**config.mk**
```make
export PLATFORM = sky130hd
export DESIGN_NAME = sorted_range_list_union_core_flat
export DESIGN_NICKNAME = d
export VERILOG_FILES = /design/src/hdl/srlu_pkg.sv /design/src/hdl/srlu_channels.sv /design/src/hdl/srlu_list_ram.sv /design/src/hdl/sorted_range_list_union_core.sv /design/src/flat_wrapper.sv
export SDC_FILE = /design/constraint.sdc
export NUM_CORES = 2
export LEC_CHECK = 0
export BUFFER_PORTS_ARGS = -buffer_cell sky130_fd_sc_hd__buf_2
export CAP_MARGIN = 10
export CORE_ASPECT_RATIO = 0.75
export CORE_UTILIZATION = 35
export DETAILED_ROUTE_END_ITERATION = 6
export PLACE_DENSITY_LB_ADDON = 0.1
export SLEW_MARGIN = 20
export SYNTH_ARGS = -nofsm -noshare
export SYNTH_HDL_FRONTEND = slang
export SYNTH_SLANG_ARGS = --single-unit
```
**constraint.sdc**
```tcl
create_clock -name clk -period 9.6 [get_ports clk]
set_clock_uncertainty 0.1 [all_clocks]
set_input_delay 1.92 -clock clk [delete_from_list [all_inputs] [get_ports clk]]
set_output_delay 1.92 -clock clk [all_outputs]
set_load 0.1 [all_outputs]
```
**src/hdl/srlu_pkg.sv**
```systemverilog
package srlu_pkg;

  // Width of one range id.
  localparam int unsigned ID_W = 31;

  // Default number of ranges each list can hold.
  localparam int unsigned LIST_DEPTH = 32;

  // Request opcodes.
  localparam logic [1:0] OP_APPEND_FIRST  = 2'd0;
  localparam logic [1:0] OP_APPEND_SECOND = 2'd1;
  localparam logic [1:0] OP_MERGE         = 2'd2;

  // One half-open range [lo, hi).
  typedef struct packed {
    logic [ID_W-1:0] lo;
    logic [ID_W-1:0] hi;
  } span_t;

endpackage

```
**src/hdl/srlu_channels.sv**
```systemverilog
// Request channel: one opcode with an optional range per beat.
interface srlu_req_if;
  logic                        valid;
  logic                        ready;
  logic [1:0]                  opcode;
  logic [srlu_pkg::ID_W-1:0]   range_start;
  logic [srlu_pkg::ID_W-1:0]   range_end;

  modport source (output valid, output opcode, output range_start, output range_end,
                  input ready);
  modport sink   (input valid, input opcode, input range_start, input range_end,
                  output ready);
endinterface

// Response channel: one merged range per beat.
interface srlu_rsp_if;
  logic                        valid;
  logic                        ready;
  logic [srlu_pkg::ID_W-1:0]   out_start;
  logic [srlu_pkg::ID_W-1:0]   out_end;
  logic                        last;
  logic                        no_ranges;
  logic                        overflowed;

  modport source (output valid, output out_start, output out_end, output last,
                  output no_ranges, output overflowed, input ready);
  modport sink   (input valid, input out_start, input out_end, input last,
                  input no_ranges, input overflowed, output ready);
endinterface

```
**src/hdl/srlu_list_ram.sv**
```systemverilog
// Single-port-write, single-port-read list storage with registered read data.
module srlu_list_ram #(
  parameter int unsigned DEPTH = srlu_pkg::LIST_DEPTH
) (
  input  logic                                         clk,
  input  logic                                         wr_en,
  input  logic [((DEPTH > 1) ? $clog2(DEPTH) : 1)-1:0] wr_addr,
  input  srlu_pkg::span_t                              wr_data,
  input  logic                                         rd_en,
  input  logic [((DEPTH > 1) ? $clog2(DEPTH) : 1)-1:0] rd_addr,
  output srlu_pkg::span_t                              rd_data
);

  srlu_pkg::span_t mem [DEPTH];

  // Write on append; read data is registered and holds when idle.
  always_ff @(posedge clk) begin
    if (wr_en) begin
      mem[wr_addr] <= wr_data;
    end
    if (rd_en) begin
      rd_data <= mem[rd_addr];
    end
  end

endmodule

```
**src/hdl/sorted_range_list_union_core.sv**
```systemverilog
// Appends and ignored opcodes leave the block idle; the block is ready again on the next cycle.
// A merge walks the lists with two pointers; each step passes S_READ (memory read), then S_CMP
// (compare), and S_FINAL emits the final range; the memories' registered read data sets that pace.
// A merge of two empty lists goes straight to S_FINAL and emits a single beat.
// Output beats stall the walk while the output register is full and not taken.
// Synchronous reset empties both lists and clears the overflow flag, the state and the valid flags.
module sorted_range_list_union_core #(
  parameter int unsigned LIST_DEPTH = srlu_pkg::LIST_DEPTH
) (
  input  logic           clk,
  input  logic           rst,
  srlu_req_if.sink       req,
  srlu_rsp_if.source     rsp
);

  localparam int unsigned IDX_W = (LIST_DEPTH > 1) ? $clog2(LIST_DEPTH) : 1;
  localparam int unsigned CNT_W = $clog2(LIST_DEPTH + 1);
  localparam logic [CNT_W-1:0] FULL = CNT_W'(LIST_DEPTH);

  typedef enum logic [1:0] {
    S_IDLE,
    S_READ,
    S_CMP,
    S_FINAL
  } state_t;

  state_t           state;
  logic [CNT_W-1:0] first_count;
  logic [CNT_W-1:0] second_count;
  logic             dropped_flag;
  logic [CNT_W-1:0] idx_a;
  logic [CNT_W-1:0] idx_b;
  logic             plain;
  logic             none;
  logic             pend_v;
  srlu_pkg::span_t  pend;

  // Output register.
  logic             out_valid;
  srlu_pkg::span_t  out_span;
  logic             out_last;
  logic             out_none;
  logic             out_ovf;

  // Memory ports.
  logic             wr_a;
  logic             wr_b;
  logic             rd_en;
  srlu_pkg::span_t  wr_span;
  srlu_pkg::span_t  rd_a;
  srlu_pkg::span_t  rd_b;

  logic             accept;
  logic             can_emit;
  logic             load_out;

  // Walk step signals.
  logic             have_a;
  logic             have_b;
  logic             adv_a;
  logic             adv_b;
  srlu_pkg::span_t  taken;
  logic             need_emit;
  logic [CNT_W-1:0] idx_a_next;
  logic [CNT_W-1:0] idx_b_next;
  logic             more;

  assign accept   = req.valid && req.ready;
  assign can_emit = !out_valid || rsp.ready;
  assign load_out = can_emit && (((state == S_CMP) && need_emit) || (state == S_FINAL));

  assign req.ready      = (state == S_IDLE);
  assign rsp.valid      = out_valid;
  assign rsp.out_start  = out_span.lo;
  assign rsp.out_end    = out_span.hi;
  assign rsp.last       = out_last;
  assign rsp.no_ranges  = out_none;
  assign rsp.overflowed = out_ovf;

  // Appends write at the list's fill count; the walk never overlaps an append.
  assign wr_span.lo = req.range_start;
  assign wr_span.hi = req.range_end;
  assign wr_a  = accept && (req.opcode == srlu_pkg::OP_APPEND_FIRST) && (first_count < FULL);
  assign wr_b  = accept && (req.opcode == srlu_pkg::OP_APPEND_SECOND) && (second_count < FULL);
  assign rd_en = (state == S_READ);

  srlu_list_ram #(.DEPTH(LIST_DEPTH)) u_first_ram (
    .clk     (clk),
    .wr_en   (wr_a),
    .wr_addr (first_count[IDX_W-1:0]),
    .wr_data (wr_span),
    .rd_en   (rd_en),
    .rd_addr (idx_a[IDX_W-1:0]),
    .rd_data (rd_a)
  );

  srlu_list_ram #(.DEPTH(LIST_DEPTH)) u_second_ram (
    .clk     (clk),
    .wr_en   (wr_b),
    .wr_addr (second_count[IDX_W-1:0]),
    .wr_data (wr_span),
    .rd_en   (rd_en),
    .rd_addr (idx_b[IDX_W-1:0]),
    .rd_data (rd_b)
  );

  // Pick the next range from the two heads, as the two-pointer merge does.
  always_comb begin
    have_a = (idx_a < first_count);
    have_b = (idx_b < second_count);
    adv_a  = 1'b0;
    adv_b  = 1'b0;
    taken  = rd_b;
    if (have_a && have_b) begin
      if (rd_a.lo > rd_b.hi) begin
        taken = rd_b;
        adv_b = 1'b1;
      end else if (rd_a.hi < rd_b.lo) begin
        taken = rd_a;
        adv_a = 1'b1;
      end else begin
        taken.lo = (rd_a.lo < rd_b.lo) ? rd_a.lo : rd_b.lo;
        taken.hi = (rd_a.hi > rd_b.hi) ? rd_a.hi : rd_b.hi;
        adv_a    = 1'b1;
        adv_b    = 1'b1;
      end
    end else if (have_a) begin
      taken = rd_a;
      adv_a = 1'b1;
    end else begin
      taken = rd_b;
      adv_b = 1'b1;
    end
    idx_a_next = idx_a + CNT_W'(adv_a);
    idx_b_next = idx_b + CNT_W'(adv_b);
    more       = (idx_a_next < first_count) || (idx_b_next < second_count);
    // The pending run closes unless both lists hold ranges and the new range starts at its end.
    need_emit  = pend_v && (plain || (pend.hi != taken.lo));
  end

  // Control, list counts, pending run and output register.
  always_ff @(posedge clk) begin
    if (rst) begin
      state        <= S_IDLE;
      first_count  <= '0;
      second_count <= '0;
      dropped_flag <= 1'b0;
      pend_v       <= 1'b0;
      out_valid    <= 1'b0;
    end else begin
      // The output register fills with a new beat and empties when its beat is taken.
      if (load_out) begin
        out_valid <= 1'b1;
      end else if (rsp.ready) begin
        out_valid <= 1'b0;
      end
      case (state)
        S_IDLE: begin
          if (accept) begin
            case (req.opcode)
              srlu_pkg::OP_APPEND_FIRST: begin
                if (first_count < FULL) begin
                  first_count <= first_count + CNT_W'(1);
                end else begin
                  dropped_flag <= 1'b1;
                end
              end
              srlu_pkg::OP_APPEND_SECOND: begin
                if (second_count < FULL) begin
                  second_count <= second_count + CNT_W'(1);
                end else begin
                  dropped_flag <= 1'b1;
                end
              end
              srlu_pkg::OP_MERGE: begin
                idx_a  <= '0;
                idx_b  <= '0;
                pend_v <= 1'b0;
                plain  <= (first_count == '0) || (second_count == '0);
                none   <= (first_count == '0) && (second_count == '0);
                pend   <= '0;
                if ((first_count == '0) && (second_count == '0)) begin
                  state <= S_FINAL;
                end else begin
                  state <= S_READ;
                end
              end
              default: begin
              end
            endcase
          end
        end
        S_READ: begin
          state <= S_CMP;
        end
        S_CMP: begin
          // Hold the read data and stall while a closed run cannot be sent.
          if (!need_emit || can_emit) begin
            if (need_emit) begin
              out_span  <= pend;
              out_last  <= 1'b0;
              out_none  <= 1'b0;
              out_ovf   <= dropped_flag;
            end
            if (pend_v && !need_emit) begin
              pend.hi <= taken.hi;
            end else begin
              pend <= taken;
            end
            pend_v <= 1'b1;
            idx_a  <= idx_a_next;
            idx_b  <= idx_b_next;
            state  <= more ? S_READ : S_FINAL;
          end
        end
        S_FINAL: begin
          // Send the last run and clear the lists for the next round.
          if (can_emit) begin
            out_span     <= pend;
            out_last     <= 1'b1;
            out_none     <= none;
            out_ovf      <= dropped_flag;
            first_count  <= '0;
            second_count <= '0;
            dropped_flag <= 1'b0;
            pend_v       <= 1'b0;
            state        <= S_IDLE;
          end
        end
        default: begin
          state <= S_IDLE;
        end
      endcase
    end
  end

endmodule

```
**src/flat_wrapper.sv**
```systemverilog
// flat-port wrapper written by rule: the top's interface ports become plain ports
module sorted_range_list_union_core_flat 
#(
  parameter int unsigned LIST_DEPTH = srlu_pkg::LIST_DEPTH
)
  (clk, rst, req_valid, req_opcode, req_range_start, req_range_end, req_ready, rsp_valid, rsp_out_start, rsp_out_end, rsp_last, rsp_no_ranges, rsp_overflowed, rsp_ready);
  srlu_req_if req_i ();
  srlu_rsp_if rsp_i ();
  input  logic clk;
  input  logic rst;
  input wire logic [$bits(req_i.valid)-1:0] req_valid;
  input wire logic [$bits(req_i.opcode)-1:0] req_opcode;
  input wire logic [$bits(req_i.range_start)-1:0] req_range_start;
  input wire logic [$bits(req_i.range_end)-1:0] req_range_end;
  output wire logic [$bits(req_i.ready)-1:0] req_ready;
  output wire logic [$bits(rsp_i.valid)-1:0] rsp_valid;
  output wire logic [$bits(rsp_i.out_start)-1:0] rsp_out_start;
  output wire logic [$bits(rsp_i.out_end)-1:0] rsp_out_end;
  output wire logic [$bits(rsp_i.last)-1:0] rsp_last;
  output wire logic [$bits(rsp_i.no_ranges)-1:0] rsp_no_ranges;
  output wire logic [$bits(rsp_i.overflowed)-1:0] rsp_overflowed;
  input wire logic [$bits(rsp_i.ready)-1:0] rsp_ready;
  assign req_i.valid = req_valid;
  assign req_i.opcode = req_opcode;
  assign req_i.range_start = req_range_start;
  assign req_i.range_end = req_range_end;
  assign req_ready = req_i.ready;
  assign rsp_valid = rsp_i.valid;
  assign rsp_out_start = rsp_i.out_start;
  assign rsp_out_end = rsp_i.out_end;
  assign rsp_last = rsp_i.last;
  assign rsp_no_ranges = rsp_i.no_ranges;
  assign rsp_overflowed = rsp_i.overflowed;
  assign rsp_i.ready = rsp_ready;
  sorted_range_list_union_core #(.LIST_DEPTH(LIST_DEPTH)) u_core (.clk(clk), .rst(rst), .req(req_i), .rsp(rsp_i));
endmodule
```
# Yosys cells after proc, flatten, opt, wreduce, memory -nomap -nowiden
# Memories as Yosys holds them, arrays and structs flattened. A register that Yosys moved wholly into a read port is not among the register bits.
# Index checks and enable logic that the tools add are counted.
[word_totals]
mem_bits_rw = 3968
output_inout_bits = 67
n_memories = 2
regBits = 158
inputBits = 68
[mem_list]
columns = ["memory", "words", "word_bits", "rd", "rd_ports_with_merged_regs", "write_ports", "line", "rtl"]
rows = [
  ["u_core.u_first_ram.mem", 32, 62, 1, 1, 1, "srlu_list_ram.sv:14", "srlu_pkg::span_t mem [DEPTH];"],
  ["u_core.u_second_ram.mem", 32, 62, 1, 1, 1, "srlu_list_ram.sv:14", ""],
]
[op_classes]
n_lt_le_gt_ge = 10
n_bitwise = 1
eq_ne = 19
add_sub_neg = 4
n_mux = 70
reduce_logical = 37
[ops]
columns = ["op", "count"]
rows = [
  ["$mux 62", 10],
  ["$pmux 62 s2", 2],
  ["$mux 31", 3],
  ["$mux 6", 11],
  ["$gt 31x31->1", 2],
  ["$lt 31x31->1", 2],
  ["$pmux 6 s2", 4],
  ["$ne 31x31->1", 1],
  ["$mux 1", 27],
  ["$reduce_and 5->1", 5],
  ["$lt 6x6->1", 4],
  ["$ne 2x2->1 const B", 8],
  ["$add 6x1->6", 2],
  ["$add 6x1->6 const B", 2],
  ["$logic_not 6->1", 2],
  ["$lt 6x6->1 const B", 2],
  ["$mux 2", 6],
  ["$reduce_and 6->1", 2],
  ["$logic_and 1x1->1", 11],
  ["$pmux 1 s2", 5],
  ["$ne 3x3->1 const B", 3],
  ["$pmux 2 s4", 1],
  ["$reduce_and 4->1", 2],
  ["$reduce_bool 2->1", 4],
  ["9 further kinds", 20],
]

# Depth between registers and ports, before layout
[logic_depth]
depth_word = 13
ltp_mapped = 22

# Hierarchy
# Synthesis repeated with hierarchy kept, for this count alone.
[unflattened]
hier_cells = 9637
hier_area_um2 = 167912.3
[by_module_without_submodules]
columns = ["module", "instances", "seq_area_each_um2", "area_each_um2", "cells_each"]
rows = [
  ["srlu_list_ram (u_core.u_second_ram)", 1, 61438.9, 78667.9, 4332],
  ["srlu_list_ram (u_core.u_first_ram)", 1, 61438.9, 78665.4, 4332],
  ["sorted_range_list_union_core", 1, 4574.4, 10578.9, 973],
]

# Worst setup path before layout
# No wires, ideal clock.
[synth_path]
kind = "register -> register"
start = "register, netlist name u_core.u_first_ram.rd_data[59]"
end = "register u_core.out_last, in the netlist u_core.rsp.last, enable pin"
synth_period_minus_slack_ns = 7.846
required_time_ns = 8.915
path_stages_with_launch = 14
t_arrival_ns = 7.160
path_slack_ns = 1.754
cell_sequence = "edfxtp_1 ha_1 a21o_1 a21o_1 a221oi_2 o21ai_0 o2111ai_1 o211ai_2 buf_6 mux2i_1 a2bb2oi_1 nand3_1 nand3_1 a211oi_1"
[synth_between]
elab_chain_cells = 12
elab_cells_between_ends = 15
classes_between = "order compare: 2; eq/ne: 3; mux: 5; reduce/logical: 5"
[synth_lines]
columns = ["element", "line", "rtl"]
rows = [
  ["$lt 31x31->1", "sorted_range_list_union_core.sv:122", "taken.lo = (rd_a.lo < rd_b.lo) ? rd_a.lo : rd_b.lo;"],
  ["$mux 31", "sorted_range_list_union_core.sv:122", ""],
  ["$mux 62", "sorted_range_list_union_core.sv:118", "end else if (rd_a.hi < rd_b.lo) begin"],
  ["$mux 62", "sorted_range_list_union_core.sv:115", "if (rd_a.lo > rd_b.hi) begin"],
  ["$mux 62 (*)", "sorted_range_list_union_core.sv:114", "if (have_a && have_b) begin"],
  ["$ne 31x31->1 (*)", "sorted_range_list_union_core.sv:138", "need_emit = pend_v && (plain || (pend.hi != taken.lo));"],
  ["$logic_or 1x1->1 (*)", "sorted_range_list_union_core.sv:138", ""],
  ["$logic_and 1x1->1 (*)", "sorted_range_list_union_core.sv:138", ""],
  ["$logic_not 1->1", "sorted_range_list_union_core.sv:198", "if (!need_emit || can_emit) begin"],
  ["$logic_or 1x1->1", "sorted_range_list_union_core.sv:198", ""],
  ["$ne 2x2->1 (no source line)", "n/a", ""],
  ["$reduce_and 5->1 (no source line) (*)", "n/a", ""],
  ["end signal, assigned", "sorted_range_list_union_core.sv:201", "out_last <= 1'b0;"],
  ["end signal, assigned", "sorted_range_list_union_core.sv:220", "out_last <= 1'b1;"],
  ["end, declared", "sorted_range_list_union_core.sv:41", "logic out_last;"],
]
# Mark *: on every way between the ends. The rest lies on a longest branch, timed or not.
# A chain may end at the register's enable or synchronous reset.

# Final worst setup path
[layout_path]
start = "register u_core.idx_b[4]"
end = "register u_core.out_span, in the netlist u_core.rsp.out_end[24], enable pin"
[layout_between]
elab_chain_cells = 10
elab_cells_between_ends = 11
classes_between = "order compare: 1; eq/ne: 3; mux: 1; reduce/logical: 6"
[layout_lines]
columns = ["element", "line", "rtl"]
rows = [
  ["start, declared", "sorted_range_list_union_core.sv:32", "logic [CNT_W-1:0] idx_b;"],
  ["start signal, assigned", "sorted_range_list_union_core.sv:212", "idx_b <= idx_b_next;"],
  ["$lt 6x6->1 (*)", "sorted_range_list_union_core.sv:110", "have_b = (idx_b < second_count);"],
  ["$logic_and 1x1->1 (*)", "sorted_range_list_union_core.sv:114", ""],
  ["$mux 62 (*)", "sorted_range_list_union_core.sv:114", ""],
  ["$ne 31x31->1 (*)", "sorted_range_list_union_core.sv:138", ""],
  ["$logic_or 1x1->1 (*)", "sorted_range_list_union_core.sv:138", ""],
  ["$logic_and 1x1->1 (*)", "sorted_range_list_union_core.sv:138", ""],
  ["$logic_not 1->1", "sorted_range_list_union_core.sv:198", ""],
  ["$logic_or 1x1->1", "sorted_range_list_union_core.sv:198", ""],
  ["$ne 2x2->1 (no source line)", "n/a", ""],
  ["$reduce_and 5->1 (no source line) (*)", "n/a", ""],
  ["end signal, assigned", "sorted_range_list_union_core.sv:200", "out_span <= pend;"],
  ["end signal, assigned", "sorted_range_list_union_core.sv:219", "out_span <= pend;"],
  ["end, declared", "sorted_range_list_union_core.sv:40", "srlu_pkg::span_t out_span;"],
]
# Marks and branches as above.

==> metrics <==
status finished, final reports clean; area of the multi-input gates 35700 sq um; drt drc 0; Distinct cells, synth 59; Starting Density 0.352; post-CTS resize count 0; Hold Fails Final Rpt 0; hold_buf cts 0; Setup TNS 0 ps; Post-synth EDFFs 4233; Crit. End Element flip-flop; drt wl/cell 37.1 um; Via-to-Cell Ratio 5.56; post-synthesis register bit count 4250; Least-Margin Pin Slew 1080 ps; Worst EP arrival 7020 ps; Die W 793 um; Yosys Warn Count 0; via count 77500; CP Cell Sequence buf_4 -> ha_1 -> nand2_1 -> o31a_1 -> and3_1 -> a22oi_2 -> o211ai_4 -> buf_4 -> mux2i_1 -> xor2_1 -> nand3_1 -> nand3_1 -> a211oi_4 -> buf_4; clk buf depth 4; final worst slack 3110 ps; Layout area overhead 14.4%; Register Area 127000 sq um; min cycle time layout 6490 ps; share of layout cells above drive strength 1 0.307; pin count of the biggest net entering global routing 130; Max VDD drop 0.000166 V; design area 188000 sq um; final setup violating endpoints 0; Post-DP HPWL 281000 um; reg2reg path depth 14; H-tree levels 5; CORE AREA 466000 sq um; Rows 217; Fillers 41000; ys flop type edfxtp_1; Setup Fix Bufs, Post-CTS 0; DR pass1 iterations 5; pre-CTS setup slack 3080 ps; Initial DRC Count 8438; CP Launch Type flip-flop; worst hold path class reg2reg; first-pass GRT wire length 699000 um; CP max stage delay 760 ps; Die H 595 um; port bufs 134; crit path max fanout 52; Seq/Total Area, Yosys 0.776; register clock-pin slew on the reported worst setup and hold paths 60 ps; RSZ-0062 raised after global routing no; WHS Path Cells 0; mapped cell area 164000 sq um; GPL Wtd Cong 0.885; total grt overflow 0; Gate Count Post-Synth 6872; final slew viol count 0; Clock Sink Count 4250; Die ar. 472000 sq um; Worst slew margin 0.278; post-route ant nets 0; Leak 0.0581 uW; Root Buffer clkbuf_16; Worst path most repeated cell buf_4; Worst-Skew Late Latency 1050 ps; PD cells 223 nW/um^2; Total Nets Final 7546; CTS tree built; I/O pin count 135; gr usage total 0.216; vias in the first global route 78200; Syn Area/Cell 23.9 sq um; Peak Freq 154 MHz; Num CTS Buffers 437; routed wire length 517000 um; net count after synthesis 7098; CP max stage cell o211ai_4; initial antenna violation count 56; WP data required 10130 ps; Setup CP Type reg2reg; Placed Area 174000 sq um; Max-Cap Viols 0; hold_ws 317 ps; Async SR Flop Fraction 0; final worst-path cycle share 0.676
## cell usage in the layout (no fill, tap or decap), drive strengths merged, types with 7 or more instances in the layout
| master | n |
|---|---|
| clkbuf | 552 |
| dfxtp | 17 |
| o22ai | 13 |
| xor2 | 28 |
| xnor2 | 24 |
| a21o | 21 |
| edfxtp | 4233 |
| nand2b | 8 |
| o221ai | 7 |
| mux2 | 123 |
| diode | 13 |
| clkinv | 192 |
| a221oi | 11 |
| nand4 | 31 |
| a21oi | 57 |
| nand3 | 62 |
| o21ai | 68 |
| clkinvlp | 15 |
| nand2 | 95 |
| nor4 | 10 |
| a211oi | 9 |
| bufinv | 33 |
| buf | 326 |
| nor2b | 37 |
| mux2i | 36 |
| ha | 158 |
| and2 | 20 |
| nor2 | 103 |
| inv | 108 |
| mux4 | 1234 |
## power breakdown
part	internal, uW	switching (uW)	total [uW]
clock network	9370	7360	16700
logic	1460	2590	4050
registers	20800	275	21100
## worst max-delay path: cells and delay by family, from the launching register on
kind / cells / cell delay, ps
compound gates: 4 / 1930
buf+inv: 3 / 1850
mux: 1 / 680
simple gates: 4 / 600
fa+ha+maj: 1 / 360
flops: 1 / 320
xor+xnor: 1 / 180
## state kept, by name (all words and copies together) (netlist names), 31 cells and up
signal and flops:
u_core.rsp.out_end 31, u_core.u_second_ram.rd_data 62, u_core.pend 62, u_core.rsp.out_start 31, u_core.u_second_ram.mem 1984, u_core.u_first_ram.rd_data 62, u_core.u_first_ram.mem 1984
## layer usage
layer	vias up	part of all wire	routed length, um	track usage
met5	-	0.000089	46	0
met4	8	0.022	11600	0.0457
met3	631	0.057	29600	0.0309
met2	2649	0.47	243000	0.342
met1	43700	0.45	232000	0.321
li1	30500	-	-	-
## final cells by class
class,instances,area share
Antenna cell,13,0.000173
Inverter,102,0.00208
Timing Repair Buffer,326,0.0140
Sequential cell,4250,0.678
Clock inverter,246,0.0126
Clock buffer,552,0.0612
Multi-Input combinational cell,2203,0.190
Tap cell,6241,0.0416
## logic make-up (layout without fill, tap and decap cells)
family,after synthesis,in the layout,synth area share
xor+xnor,52,52,0.00277
flops,4250,4250,0.776
mux,1393,1393,0.180
fa+ha+maj,158,158,0.0120
other cells,0,13,0
simple gates,385,385,0.0112
compound gates,215,215,0.00822
buf+inv,419,1226,0.00966
## synth_stat cells (all sizes together) (9+ instances only)
cell | number | area [sq um]
inv | 100 | 375
clkbuf | 222 | 833
xor2 | 28 | 245
ha | 158 | 1980
and2 | 20 | 125
dfxtp | 17 | 340
nand3 | 62 | 310
a221oi | 11 | 103
xnor2 | 24 | 210
o21ai | 68 | 340
o22ai | 13 | 81.3
mux2 | 123 | 1390
buf | 95 | 370
edfxtp | 4233 | 127000
mux4 | 1234 | 27800
nand2 | 95 | 357
nor4 | 10 | 62.6
nand4 | 31 | 194
mux2i | 36 | 360
a211oi | 9 | 72.6
nor2 | 103 | 387
a21oi | 57 | 285
nor2b | 37 | 231
a21o | 21 | 158
## per-stage QoR
step	total power (uW)	instances	util
floorplan	23800	6872	-
global placement	25600	13100	0.373
detailed placement	25600	13100	0.373
CTS	42300	13900	0.402
global route	43200	13900	0.403
finish	41900	13900	0.403
## final timing paths
check,to,start,slack (ps)
worst min register to register,u_core.rsp.out_start[24],u_core.pend[55],320
worst max-delay path,u_core.rsp.out_end[24],u_core.idx_b[4],3110
worst min-delay path,u_core.rsp.out_start[24],u_core.pend[55],320
worst max register to register,u_core.rsp.out_end[24],u_core.idx_b[4],3110
(Power assumes the default switching activity.)
